**config.mk**
```make
export PLATFORM = sky130hd
export DESIGN_NAME = palette_pixel_composite_encoder
export DESIGN_NICKNAME = d
export VERILOG_FILES = /design/src/rtl/ppce_pkg.sv /design/src/rtl/ppce_front.sv /design/src/rtl/ppce_queue.sv /design/src/rtl/ppce_back.sv /design/src/rtl/palette_pixel_composite_encoder.sv
export SDC_FILE = /design/constraint.sdc
export NUM_CORES = 2
export LEC_CHECK = 0
export BUFFER_PORTS_ARGS = -buffer_cell sky130_fd_sc_hd__buf_2
export CORE_MARGIN = 4
export CORE_UTILIZATION = 50
export DETAILED_ROUTE_END_ITERATION = 10
export PLACE_DENSITY_LB_ADDON = 0.12
export SETUP_SLACK_MARGIN = 0.02
export SLEW_MARGIN = 20
export SYNTH_ARGS = -nofsm -noshare
export SYNTH_HDL_FRONTEND = slang
export SYNTH_SLANG_ARGS = --single-unit
```
**constraint.sdc**
```tcl
create_clock -name clk_i -period 9 [get_ports clk_i]
set_input_delay 0.45 -clock clk_i [delete_from_list [all_inputs] [get_ports clk_i]]
set_output_delay 0.45 -clock clk_i [all_outputs]
set_load 0.01 [all_outputs]
```
**src/rtl/ppce_pkg.sv**
```systemverilog
// Package for the palette pixel composite encoder.
// Holds shared types, level and emphasis tables and arithmetic constants.
// No dependencies.
`default_nettype none

package ppce_pkg;

  // field and register widths
  localparam int PIXEL_W   = 9;
  localparam int PHASE_W   = 4;
  localparam int LEVEL_W   = 8;
  localparam int OFFSET_W  = 20;
  localparam int GAIN_W    = 8;
  localparam int CFG_IDX_W = 2;
  localparam int CFG_DAT_W = 20;
  localparam int TABLE_W   = 18;

  // register indexes of the configuration port
  localparam logic [CFG_IDX_W-1:0] REG_BLACK_OFFSET = 2'd0;
  localparam logic [CFG_IDX_W-1:0] REG_WHITE_GAIN   = 2'd1;

  // reset values
  localparam logic [GAIN_W-1:0] GAIN_RESET = 8'd100;

  // hue codes with fixed behavior
  localparam logic [3:0] HUE_MUTE_MIN    = 4'he;
  localparam logic [3:0] HUE_ALWAYS_HIGH = 4'd0;
  localparam logic [3:0] HUE_ALWAYS_LOW  = 4'd13;

  // color phase arithmetic
  localparam logic [4:0] PHASE_MOD   = 5'd12;
  localparam logic [4:0] PHASE_MOD2  = 5'd24;
  localparam logic [4:0] PHASE_STEP  = 5'd3;
  localparam logic [4:0] HALF_CYCLE  = 5'd6;
  localparam logic [3:0] WINDOW_MOD  = 4'd6;
  localparam int         SUBSAMPLES  = 4;

  // divide by 100: reciprocal floor(2^32 / 100) and one correction step
  localparam int          RECIP_SHIFT = 32;
  localparam logic [25:0] RECIP_100   = 26'd42949672;
  localparam logic [6:0]  DIV_CONST   = 7'd100;

  // default depth of the queue between front and back
  localparam int QUEUE_DEPTH = 4;

  // level table, index is {high, emphasis, luma[1:0]}
  localparam logic signed [TABLE_W-1:0] LEVEL_TABLE [16] = '{
    -18'sd12042, 18'sd0,      18'sd34406,  18'sd81427,
    -18'sd17203, -18'sd8028,  18'sd19497,  18'sd57342,
    18'sd43581,  18'sd75693,  18'sd112965, 18'sd112965,
    18'sd26951,  18'sd52181,  18'sd83721,  18'sd83721
  };

  // one classified pixel: four table indexes and a mute flag
  typedef struct packed {
    logic            mute;
    logic [3:0][3:0] idx;
  } op_t;

  // emphasis bits (red, green, blue as bits 0..2) active in each window
  function automatic logic [2:0] emph_window(input logic [2:0] win);
    logic [2:0] mask;
    mask = '0;
    unique case (win)
      3'd0:    mask = 3'b011;
      3'd1:    mask = 3'b001;
      3'd2:    mask = 3'b101;
      3'd3:    mask = 3'b100;
      3'd4:    mask = 3'b110;
      3'd5:    mask = 3'b010;
      default: mask = 3'b000;
    endcase
    return mask;
  endfunction

endpackage

`default_nettype wire

```
**src/rtl/ppce_front.sv**
```systemverilog
// Front end: accepts pixels, tracks the color phase and classifies the
// four subsamples into level table indexes. Uses ppce_pkg.
`default_nettype none

module ppce_front (
  input  wire logic                          clk_i,
  input  wire logic                          rst_ni,
  input  wire logic                          in_valid_i,
  output logic                               in_ready_o,
  input  wire logic [ppce_pkg::PIXEL_W-1:0]  pixel_i,
  input  wire logic                          load_phase_i,
  input  wire logic [ppce_pkg::PHASE_W-1:0]  start_phase_i,
  output logic                               push_valid_o,
  input  wire logic                          push_ready_i,
  output ppce_pkg::op_t                      push_data_o
);

  logic [ppce_pkg::PHASE_W-1:0] phase_q, phase_d;
  logic [ppce_pkg::PHASE_W-1:0] phase_cur;
  logic [4:0]                   phase_adv;
  logic [3:0]                   hue;
  logic [4:0]                   sub_q   [ppce_pkg::SUBSAMPLES];
  logic [4:0]                   wave_s  [ppce_pkg::SUBSAMPLES];
  logic [4:0]                   wave_m  [ppce_pkg::SUBSAMPLES];
  logic [3:0]                   win_raw [ppce_pkg::SUBSAMPLES];
  logic [3:0]                   win_m   [ppce_pkg::SUBSAMPLES];
  logic                         high    [ppce_pkg::SUBSAMPLES];
  logic                         emph    [ppce_pkg::SUBSAMPLES];

  assign in_ready_o   = push_ready_i;
  assign push_valid_o = in_valid_i;
  assign hue          = pixel_i[3:0];

  // pick the phase for this word and advance it by three, modulo twelve
  always_comb begin
    phase_cur = load_phase_i ? start_phase_i : phase_q;
    phase_adv = 5'(phase_cur) + ppce_pkg::PHASE_STEP;
    if (phase_adv >= ppce_pkg::PHASE_MOD) begin
      phase_adv = phase_adv - ppce_pkg::PHASE_MOD;
    end
    phase_d = phase_adv[ppce_pkg::PHASE_W-1:0];
  end

  // classify each subsample: wave level and emphasis window
  always_comb begin
    for (int k = 0; k < ppce_pkg::SUBSAMPLES; k++) begin
      sub_q[k]  = 5'(phase_cur) + 5'(k);
      wave_s[k] = 5'(hue) + sub_q[k];
      if (wave_s[k] >= ppce_pkg::PHASE_MOD2) begin
        wave_m[k] = wave_s[k] - ppce_pkg::PHASE_MOD2;
      end else if (wave_s[k] >= ppce_pkg::PHASE_MOD) begin
        wave_m[k] = wave_s[k] - ppce_pkg::PHASE_MOD;
      end else begin
        wave_m[k] = wave_s[k];
      end
      if (hue == ppce_pkg::HUE_ALWAYS_HIGH) begin
        high[k] = 1'b1;
      end else if (hue == ppce_pkg::HUE_ALWAYS_LOW) begin
        high[k] = 1'b0;
      end else begin
        high[k] = (wave_m[k] < ppce_pkg::HALF_CYCLE);
      end
      win_raw[k] = sub_q[k][4:1];
      win_m[k]   = (win_raw[k] >= ppce_pkg::WINDOW_MOD) ? win_raw[k] - ppce_pkg::WINDOW_MOD
                                                        : win_raw[k];
      emph[k]    = |(pixel_i[8:6] & ppce_pkg::emph_window(win_m[k][2:0]));
      push_data_o.idx[k] = {high[k], emph[k], pixel_i[5:4]};
    end
    push_data_o.mute = (hue >= ppce_pkg::HUE_MUTE_MIN);
  end

  // update the phase on each accepted word
  always_ff @(posedge clk_i or negedge rst_ni) begin
    if (!rst_ni) begin
      phase_q <= '0;
    end else if (in_valid_i && push_ready_i) begin
      phase_q <= phase_d;
    end
  end

endmodule

`default_nettype wire

```
**src/rtl/ppce_queue.sv**
```systemverilog
// Short queue that decouples the classifier from the arithmetic back end.
// Uses ppce_pkg for the entry type.
`default_nettype none

module ppce_queue #(
  parameter int Depth = ppce_pkg::QUEUE_DEPTH
) (
  input  wire logic          clk_i,
  input  wire logic          rst_ni,
  input  wire logic          push_valid_i,
  output logic               push_ready_o,
  input  wire ppce_pkg::op_t push_data_i,
  output logic               pop_valid_o,
  input  wire logic          pop_ready_i,
  output ppce_pkg::op_t      pop_data_o
);

  localparam int PtrW = (Depth > 1) ? $clog2(Depth) : 1;
  localparam int CntW = $clog2(Depth + 1);
  localparam logic [PtrW-1:0] LastPtr = PtrW'(Depth - 1);
  localparam logic [CntW-1:0] FullCnt = CntW'(Depth);

  ppce_pkg::op_t   mem_q [Depth];
  logic [PtrW-1:0] wr_ptr_q, rd_ptr_q;
  logic [CntW-1:0] count_q;
  logic            do_push, do_pop;

  assign push_ready_o = (count_q != FullCnt);
  assign pop_valid_o  = (count_q != '0);
  assign pop_data_o   = mem_q[rd_ptr_q];
  assign do_push      = push_valid_i && push_ready_o;
  assign do_pop       = pop_valid_o && pop_ready_i;

  // store the pushed word
  always_ff @(posedge clk_i) begin
    if (do_push) begin
      mem_q[wr_ptr_q] <= push_data_i;
    end
  end

  // advance pointers and fill count
  always_ff @(posedge clk_i or negedge rst_ni) begin
    if (!rst_ni) begin
      wr_ptr_q <= '0;
      rd_ptr_q <= '0;
      count_q  <= '0;
    end else begin
      if (do_push) begin
        wr_ptr_q <= (wr_ptr_q == LastPtr) ? '0 : wr_ptr_q + 1'b1;
      end
      if (do_pop) begin
        rd_ptr_q <= (rd_ptr_q == LastPtr) ? '0 : rd_ptr_q + 1'b1;
      end
      if (do_push && !do_pop) begin
        count_q <= count_q + 1'b1;
      end else if (do_pop && !do_push) begin
        count_q <= count_q - 1'b1;
      end
    end
  end

endmodule

`default_nettype wire

```
**src/rtl/ppce_back.sv**
```systemverilog
// Back end: sums the four levels with the black offset, scales by the gain,
// divides by 100, shifts and wraps to 8 bits. Holds the config registers.
// Uses ppce_pkg.
`default_nettype none

module ppce_back (
  input  wire logic                                clk_i,
  input  wire logic                                rst_ni,
  input  wire logic                                cfg_valid_i,
  output logic                                     cfg_ready_o,
  input  wire logic [ppce_pkg::CFG_IDX_W-1:0]      cfg_index_i,
  input  wire logic [ppce_pkg::CFG_DAT_W-1:0]      cfg_data_i,
  input  wire logic                                pop_valid_i,
  output logic                                     pop_ready_o,
  input  wire ppce_pkg::op_t                       pop_data_i,
  output logic                                     out_valid_o,
  input  wire logic                                out_ready_i,
  output logic signed [ppce_pkg::LEVEL_W-1:0]      level_o
);

  localparam int SumW  = 21;
  localparam int ProdW = 30;
  localparam int MagW  = 28;
  localparam int QuoW  = 22;
  localparam int RecW  = MagW + 26;

  logic signed [ppce_pkg::OFFSET_W-1:0] offset_q;
  logic [ppce_pkg::GAIN_W-1:0]          gain_q;

  logic                    v1_q, v2_q, v3_q, v4_q;
  logic                    adv1, adv2, adv3, adv4;
  logic signed [SumW-1:0]  sum_q, sum_d;
  logic signed [ProdW-1:0] prod_q, prod_d;
  logic [MagW-1:0]         mag_q, mag_d;
  logic                    neg_q, neg_d;
  logic [QuoW-1:0]         quo_q, quo_d;
  logic [RecW-1:0]         rec_prod;
  logic signed [ProdW-1:0] prod_abs;
  logic [MagW-1:0]         rem;
  logic [QuoW-1:0]         quo_fix;
  logic signed [QuoW:0]    quo_s;
  logic signed [ppce_pkg::LEVEL_W-1:0] level_q, level_d;

  assign cfg_ready_o = 1'b1;

  // write configuration registers, drop unknown indexes
  always_ff @(posedge clk_i or negedge rst_ni) begin
    if (!rst_ni) begin
      offset_q <= '0;
      gain_q   <= ppce_pkg::GAIN_RESET;
    end else if (cfg_valid_i) begin
      case (cfg_index_i)
        ppce_pkg::REG_BLACK_OFFSET: offset_q <= cfg_data_i[ppce_pkg::OFFSET_W-1:0];
        ppce_pkg::REG_WHITE_GAIN:   gain_q   <= cfg_data_i[ppce_pkg::GAIN_W-1:0];
        default: ;
      endcase
    end
  end

  // stage advance: a stage loads when it is empty or its successor moves
  assign adv4        = !v4_q || out_ready_i;
  assign adv3        = !v3_q || adv4;
  assign adv2        = !v2_q || adv3;
  assign adv1        = !v1_q || adv2;
  assign pop_ready_o = adv1;

  // stage 1: add the four levels (none for a muted word) and the black offset
  always_comb begin
    sum_d = SumW'(offset_q);
    if (!pop_data_i.mute) begin
      for (int k = 0; k < ppce_pkg::SUBSAMPLES; k++) begin
        sum_d = sum_d + SumW'(ppce_pkg::LEVEL_TABLE[pop_data_i.idx[k]]);
      end
    end
  end

  // stage 2: scale by the gain in percent
  assign prod_d = ProdW'(sum_q) * ProdW'($signed({1'b0, gain_q}));

  // stage 3: magnitude and reciprocal estimate of the quotient
  always_comb begin
    neg_d    = prod_q[ProdW-1];
    prod_abs = neg_d ? -prod_q : prod_q;
    mag_d    = prod_abs[MagW-1:0];
    rec_prod = RecW'(mag_d) * RecW'(ppce_pkg::RECIP_100);
    quo_d    = rec_prod[ppce_pkg::RECIP_SHIFT +: QuoW];
  end

  // stage 4: correct the quotient, restore the sign, shift and wrap
  always_comb begin
    rem     = mag_q - MagW'(MagW'(quo_q) * MagW'(ppce_pkg::DIV_CONST));
    quo_fix = (rem >= MagW'(ppce_pkg::DIV_CONST)) ? quo_q + 1'b1 : quo_q;
    quo_s   = neg_q ? -$signed({1'b0, quo_fix}) : $signed({1'b0, quo_fix});
    level_d = quo_s[19:12];
  end

  // pipeline valid bits
  always_ff @(posedge clk_i or negedge rst_ni) begin
    if (!rst_ni) begin
      v1_q <= 1'b0;
      v2_q <= 1'b0;
      v3_q <= 1'b0;
      v4_q <= 1'b0;
    end else begin
      if (adv1) v1_q <= pop_valid_i;
      if (adv2) v2_q <= v1_q;
      if (adv3) v3_q <= v2_q;
      if (adv4) v4_q <= v3_q;
    end
  end

  // pipeline payload
  always_ff @(posedge clk_i) begin
    if (adv1) sum_q <= sum_d;
    if (adv2) prod_q <= prod_d;
    if (adv3) begin
      mag_q <= mag_d;
      neg_q <= neg_d;
      quo_q <= quo_d;
    end
    if (adv4) level_q <= level_d;
  end

  assign out_valid_o = v4_q;
  assign level_o     = level_q;

endmodule

`default_nettype wire

```
**src/rtl/palette_pixel_composite_encoder.sv**
```systemverilog
// Top level of the palette pixel composite encoder.
// Instantiates ppce_front, ppce_queue and ppce_back; uses ppce_pkg.
//
//   channel | direction | handshake                  | payload
//   --------+-----------+----------------------------+-----------------------------------
//   in      | input     | in_valid_i / in_ready_o    | pixel_i, load_phase_i, start_phase_i
//   out     | output    | out_valid_o / out_ready_i  | level_o
//   cfg     | input     | cfg_valid_i / cfg_ready_o  | cfg_index_i, cfg_data_i
//
// One pixel per cycle sustained while out_ready_i holds; the 4-bit color phase
// update in the front end is the only loop between pixels. An accepted word
// passes the queue entry, then the sum, gain, reciprocal and fix stages.
// Reset clears the phase, the queue and the pipeline; no clearing pass.
// An output stall fills the pipeline, then the queue, then drops in_ready_o.
// Configuration writes are always taken in the cycle they are offered.
`default_nettype none

module palette_pixel_composite_encoder #(
  parameter int QueueDepth = ppce_pkg::QUEUE_DEPTH
) (
  input  wire logic                            clk_i,
  input  wire logic                            rst_ni,
  input  wire logic                            in_valid_i,
  output logic                                 in_ready_o,
  input  wire logic [ppce_pkg::PIXEL_W-1:0]    pixel_i,
  input  wire logic                            load_phase_i,
  input  wire logic [ppce_pkg::PHASE_W-1:0]    start_phase_i,
  output logic                                 out_valid_o,
  input  wire logic                            out_ready_i,
  output logic signed [ppce_pkg::LEVEL_W-1:0]  level_o,
  input  wire logic                            cfg_valid_i,
  output logic                                 cfg_ready_o,
  input  wire logic [ppce_pkg::CFG_IDX_W-1:0]  cfg_index_i,
  input  wire logic [ppce_pkg::CFG_DAT_W-1:0]  cfg_data_i
);

  logic          push_valid, push_ready;
  logic          pop_valid, pop_ready;
  ppce_pkg::op_t push_data, pop_data;

  // classify pixels and track the phase
  ppce_front u_front (
    .clk_i         (clk_i),
    .rst_ni        (rst_ni),
    .in_valid_i    (in_valid_i),
    .in_ready_o    (in_ready_o),
    .pixel_i       (pixel_i),
    .load_phase_i  (load_phase_i),
    .start_phase_i (start_phase_i),
    .push_valid_o  (push_valid),
    .push_ready_i  (push_ready),
    .push_data_o   (push_data)
  );

  // buffer classified words
  ppce_queue #(
    .Depth (QueueDepth)
  ) u_queue (
    .clk_i        (clk_i),
    .rst_ni       (rst_ni),
    .push_valid_i (push_valid),
    .push_ready_o (push_ready),
    .push_data_i  (push_data),
    .pop_valid_o  (pop_valid),
    .pop_ready_i  (pop_ready),
    .pop_data_o   (pop_data)
  );

  // compute the composite sample
  ppce_back u_back (
    .clk_i       (clk_i),
    .rst_ni      (rst_ni),
    .cfg_valid_i (cfg_valid_i),
    .cfg_ready_o (cfg_ready_o),
    .cfg_index_i (cfg_index_i),
    .cfg_data_i  (cfg_data_i),
    .pop_valid_i (pop_valid),
    .pop_ready_o (pop_ready),
    .pop_data_i  (pop_data),
    .out_valid_o (out_valid_o),
    .out_ready_i (out_ready_i),
    .level_o     (level_o)
  );

endmodule

`default_nettype wire

```
; After elaboration in Yosys (flattened, before gate mapping)
; Memories as Yosys holds them, arrays and structs flattened.
; Index checks and enable logic that the tools add are counted.
[word_totals]
regBits = 153
latch_bits = 0
mem_bits_rw = 68
rom_bits = 1152
input_bits = 41
word_cells = 184
n_memories = 5
[memory_table]
columns = memory, words, width, rd, rd_ports_with_merged_regs, write_ports, line
row1 = (name not given), 16, 18, 1, 0, 0, ppce_back.sv:72  ; sum_d = sum_d + SumW'(ppce_pkg::LEVEL_TABLE[pop_data_i.idx[k]]);
row2 = (name not given), 16, 18, 1, 0, 0, ppce_back.sv:72
row3 = (name not given), 16, 18, 1, 0, 0, ppce_back.sv:72
row4 = (name not given), 16, 18, 1, 0, 0, ppce_back.sv:72
row5 = u_queue.mem_q, 4, 17, 1, 0, 1, ppce_queue.sv:23  ; ppce_pkg::op_t mem_q [Depth];
[classes]
n_addsub = 32
multipliers = 3
div = 0
order_cmp = 23
n_eq_ne = 25
n_shift = 0
muxes = 44
bitwise = 8
n_reduce_logical = 28
[op_table]
columns = operator, n
row1 = $mux 18, 8
row2 = $pmux 3 s6, 4
row3 = $add 21x18->21, 3
row4 = $mul 28x23->51 const B, 1
row5 = $ge 5x5->1 const B, 8
row6 = $mux 20, 2
row7 = $mux 5, 8
row8 = $mul 21x9->30, 1
row9 = $ge 28x7->1 const B, 1
row10 = $mux 28, 1
row11 = $neg 28->28, 1
row12 = $sub 28x28->28, 1
row13 = $mul 22x5->26 const B, 1
row14 = $ge 5x4->1 const B, 5
row15 = $eq 3x2->1 const B, 8
row16 = $eq 3x3->1 const B, 8
row17 = $add 20x18->21, 1
row18 = $mux 21, 1
row19 = $add 20x1->20 const B, 1
row20 = $lt 5x3->1 const B, 4
row21 = $neg 20->20, 1
row22 = $not 4->5, 4
row23 = $sub 5x4->5 const B, 4
row24 = $sub 5x5->5 const B, 4
row25 = other kinds (32), 82

; Logic depth before layout (Yosys ltp)
; An unclocked memory read counts as a cell.
[logic_depth]
depth_word = 10
ltp_mapped = 32
mapped_depth_nobuf = 31

; Modules after synthesis
; From an unflattened synthesis, not the netlist that was laid out.
[hier_totals]
hier_cells = 3309
area_unflattened_um2 = 33970.1
[modules_own_cells]
columns = module, n_inst, cells_per_inst, area_each_um2, seq_area_each_um2
row1 = ppce_back, 1, 2929, 29047.9, 4017.6
row2 = ppce_queue, 1, 126, 2936.6, 2217.1
row3 = ppce_front, 1, 254, 1985.7, 100.1

; Least setup slack after synthesis
; No wires, ideal clock.
[synth_timing]
kind = reg2reg
startpoint = register u_back.prod_q[3]
endpoint = register u_back.quo_q[21], data pin
arrival_time_ns = 8.773
required_ns = 8.732
path_slack_ns = -0.041
stages_incl_launch_ff = 30
n_path_buf = 0
path_cell_list = edfxtp_1 -> or4_4 -> nor4_2 -> or4b_1 -> or4_1 -> inv_1 -> nand2_1 -> or3_4 -> o31ai_2 -> xnor2_1 -> ha_1 -> fa_1 -> fa_1 -> fa_1 -> fa_1 -> fa_1 -> ha_1 -> ha_1 -> a21oi_1 -> o21bai_1 -> a21o_1 -> a21o_1 -> a21o_1 -> a221o_1 -> a31oi_2 -> o21ai_2 -> o41ai_4 -> nor2_1 -> a2111oi_1 -> xnor2_1
[synth_via]
elab_chain_len = 3
[synth_lines]
columns = element, line
row1 = "start, declared", ppce_back.sv:33  ; logic signed [ProdW-1:0] prod_q, prod_d;
row2 = "start signal, assigned", ppce_back.sv:115  ; if (adv2) prod_q <= prod_d;
row3 = $neg 28->28, ppce_back.sv:83  ; prod_abs = neg_d ? -prod_q : prod_q;
row4 = $mux 28, ppce_back.sv:83
row5 = via u_back.prod_abs[25], ppce_back.sv:38  ; logic signed [ProdW-1:0] prod_abs;
row6 = $mul 28x23->51, ppce_back.sv:85  ; rec_prod = RecW'(mag_d) * RecW'(ppce_pkg::RECIP_100);
row7 = via u_back.rec_prod[53], ppce_back.sv:37  ; logic [RecW-1:0] rec_prod;
row8 = "end signal, assigned", ppce_back.sv:119  ; quo_q <= quo_d;
row9 = "end, declared", ppce_back.sv:36  ; logic [QuoW-1:0] quo_q, quo_d;
; The timed path passes the listed nets, and every way through them passes these cells.
; A chain may end at the register's enable or synchronous reset.

; Worst setup path in the final report
[layout_timing]
startpoint = register u_back.prod_q[5]
endpoint = register u_back.quo_q[17], data pin
; The elaborated chain is that of the path after synthesis.

==> results.tsv <==
stage	metric	value	unit
logic_synthesis	async_flop_share	22.2	%
clock_network	cts_buffers	17	
finish	layout_commonest_cell	inv_1	
sta	whs	0.155	ns
logic_synthesis	yosysTopAreaCell	fa_1	
logic_synthesis	synth_edf_count	151	
sta	fin_skew	0.0188	ns
floorplanning	dieArea	70000	µm²
clock_network	cts_tree	yes	
grt	grt_pass1_wl	131000	µm
critical_path	critPathKind	reg -> reg	
min_path	min_path_type	in -> reg	
critical_path	path_max_fanout	4	
sta	final.setup.tns	0	ns
clock_network	root_buffer	clkbuf_16	
finish	fin_nets	4413	
sta	finalCriticalPeriod	8.92	ns
sta	min_period_over_period	99.2	%
finish	synthToLayoutAreaGrowth	8.00	%
critical_path	worst_path_most_repeated_cell	fa_1	
floorplanning	die_x	265	µm
critical_path	endpoint_kind	flop	
logic_synthesis	synth_cells	3304	
routing	wirelength	79600	µm
logic_synthesis	yosysWarnings	0	
routing	wl_per_cell	18.6	µm
sta	worst_pin_slew	1.10	ns
floorplanning	rows	93	
grt	grt-ovfl-total	0	
logic_synthesis	syn_nets	4317	
logic_synthesis	yosys_most_used_dff	edfxtp_1	
logic_synthesis	synth.distinct_cells	98	
grt	grt_max_degree	46	
clock_network	clock_sinks	194	
routing	drtIter0Drc	1275	
sta	fmax	112	MHz
sta	grt_setup_unrepaired	yes	
outcome	status	finished clean	
clock_network	htree_levels	4	
logic_synthesis	ys_ff_latch	194	
sta	setup-violations-final	0	
finish	final_util	54.9	%
sta	hold_viol	0	
critical_path	start_kind	flop	
grt	antenna_found_initial	0	
logic_synthesis	ys_seq_area_share	17.1	%
grt	grt_pass1_vias	24800	
run	cap_violations	0	
floorplanning	initial_core_util	50.8	%
sta	drv_slew	0	
routing	via_per_inst	5.51	
routing	num_vias	23500	
logic_synthesis	avgSynthCellArea	9.97	µm²
clock_network	cts.clk_slew.worst_paths	0.09	ns
logic_synthesis	synth_area	32900	µm²
logic_synthesis	synthTopCellsByArea	fa_1 27%, ha_1 20%, edfxtp_1 14%, inv_1 6.8%, xnor2_1 3.2%	
critical_path	required	9.25	ns
finish	antennaDiodeCount	0	
floorplanning	core	64800	µm²
finish	final_layout_size_suffix_gt1_share	8.70	%
clock_network	clkLatencyLatePin	0.50	ns
placed_design	io_buffers	50	
finish	finalNonFillerCells	4268	
critical_path	max_stage_delay	0.58	ns
placed_design	placed_cells	4226	
critical_path	crit_slowest_cell	or4_4	
floorplanning	die-height	265	µm
routing	drt_pass1_iterations	5	
placed_design	gp_congestion	0.932	
finish	final_cell_mix	593 x inv_1, 522 x ha_1, 448 x fa_1, 229 x nand2_1, 151 x edfxtp_1	
floorplanning	ios	52	
placed_design	dpl.hpwl	67100	µm
grt	track_usage	23.3	%
logic_synthesis	synth_top_area_share	27.2	%
critical_path	cp_data_arrival_time	9.18	ns
clock_network	ctsLongestPathBuffers	2	
sta	relSlewSlack	26.5	%
routing	drc	0	
routing	ant_nets	0	
==> cell usage after synthesis (all sizes together), types with 7 or more instances <==
master,count
inv,597
ha,524
fa,448
nand2,231
o21ai,156
edfxtp,151
a21oi,134
xnor2,119
nor2,113
and2,112
clkbuf,58
nand3,58
xor2,44
mux2,41
dfrtp,40
a21o,39
nor3,32
o31ai,26
mux2i,25
nand2b,24
o21a,24
and3,23
a211oi,21
nor2b,18
a31oi,17
or3,17
a21boi,15
buf,13
nor4,12
o21bai,12
nand4,11
o211ai,11
or2,11
o41ai,10
o22ai,8
or4,7
==> critical path: cells and delay by family, from the launching register on <==
family	cells	cell delay, ns
and+or+nand+nor	6	2.14
buffers and inverters	5	0.61
AOI/OAI and AO/OA	8	1.61
adders and majority gates	8	3.64
DFF	1	0.39
xor gates and xnor gates	2	0.28
==> final cells by class <==
type,count,area (µm²)
clock buffers,17,425
clock inverters,15,235
fillers,5790,29300
inverters,603,2260
multi-input cells,2436,25000
flip-flops and latches,194,5610
well taps,855,1070
repair buffers,148,991
==> timing repair <==
| item | 4_1_cts | 5_1_grt |
|---|---|---|
| setup endpoints to repair | 9 | 10 |
| buffers inserted | 4 | 5 |
| pin swaps | 5 | 6 |
| hold buffers | 0 | 1 |
| gates resized for setup | 11 | 23 |
| endpoints found under the hold margin | 0 | 25 |
==> metrics by stage <==
stage	worst slack (ns)	area [µm²]
3_5_place_dp	-0.363	34600
6_report	0.0758	35600
5_1_grt	-0.225	35600
3_3_place_gp	-0.231	34600
4_1_cts	0.0211	35400
2_1_floorplan	0.0329	32900
==> layer usage <==
| layer | global-route usage (%) | wire length [µm] | vias up |
|---|---|---|---|
| li1 | - | - | 11200 |
| met1 | 30.3 | 34600 | 11800 |
| met2 | 40.4 | 40100 | 395 |
| met3 | 3.05 | 2400 | 109 |
| met4 | 7.97 | 2560 | 0 |
| met5 | 0 | 0 | - |
==> logic make-up after synthesis <==
family	synth area share, %
adder cells (fa/ha/maj)	47.2
multiplexers	2.62
other	0.0114
XOR/XNOR	4.34
AND/OR/NAND/NOR	10.4
buffers and inverters	7.76
AO/OA/AOI/OAI	10.7
flip-flops	17.1
==> path summary, 6_finish.rpt <==
check                                 start                   end  slack, ns  cells after the start
max reg2reg                u_back.prod_q[5]      u_back.quo_q[17]       0.08                     29
min                              pixel_i[4]  u_queue.mem_q[3][12]       0.16                      1
max                        u_back.prod_q[5]      u_back.quo_q[17]       0.08                     29
min reg2reg                     u_back.v1_q           u_back.v2_q       0.47                      1
max in group asynchronous            rst_ni           u_back.v2_q       8.07                      2
min in group asynchronous            rst_ni    u_back.offset_q[8]       0.49                      2
==> registers in the layout, summed over array words and instances (netlist names), 3 cells and up <==
register and flops:
u_back.level_o 8, u_back.offset_q 20, u_front.phase_q 4, u_back.gain_q 8
u_back.quo_q 22, u_queue.mem_q 44, u_queue.count_q 3, u_back.mag_q 26
u_back.prod_q 29, u_back.sum_q 21
Power is left out: the tool's default activity adds up to more than one toggle a clock period on the data nets, which glitch-free logic cannot reach.
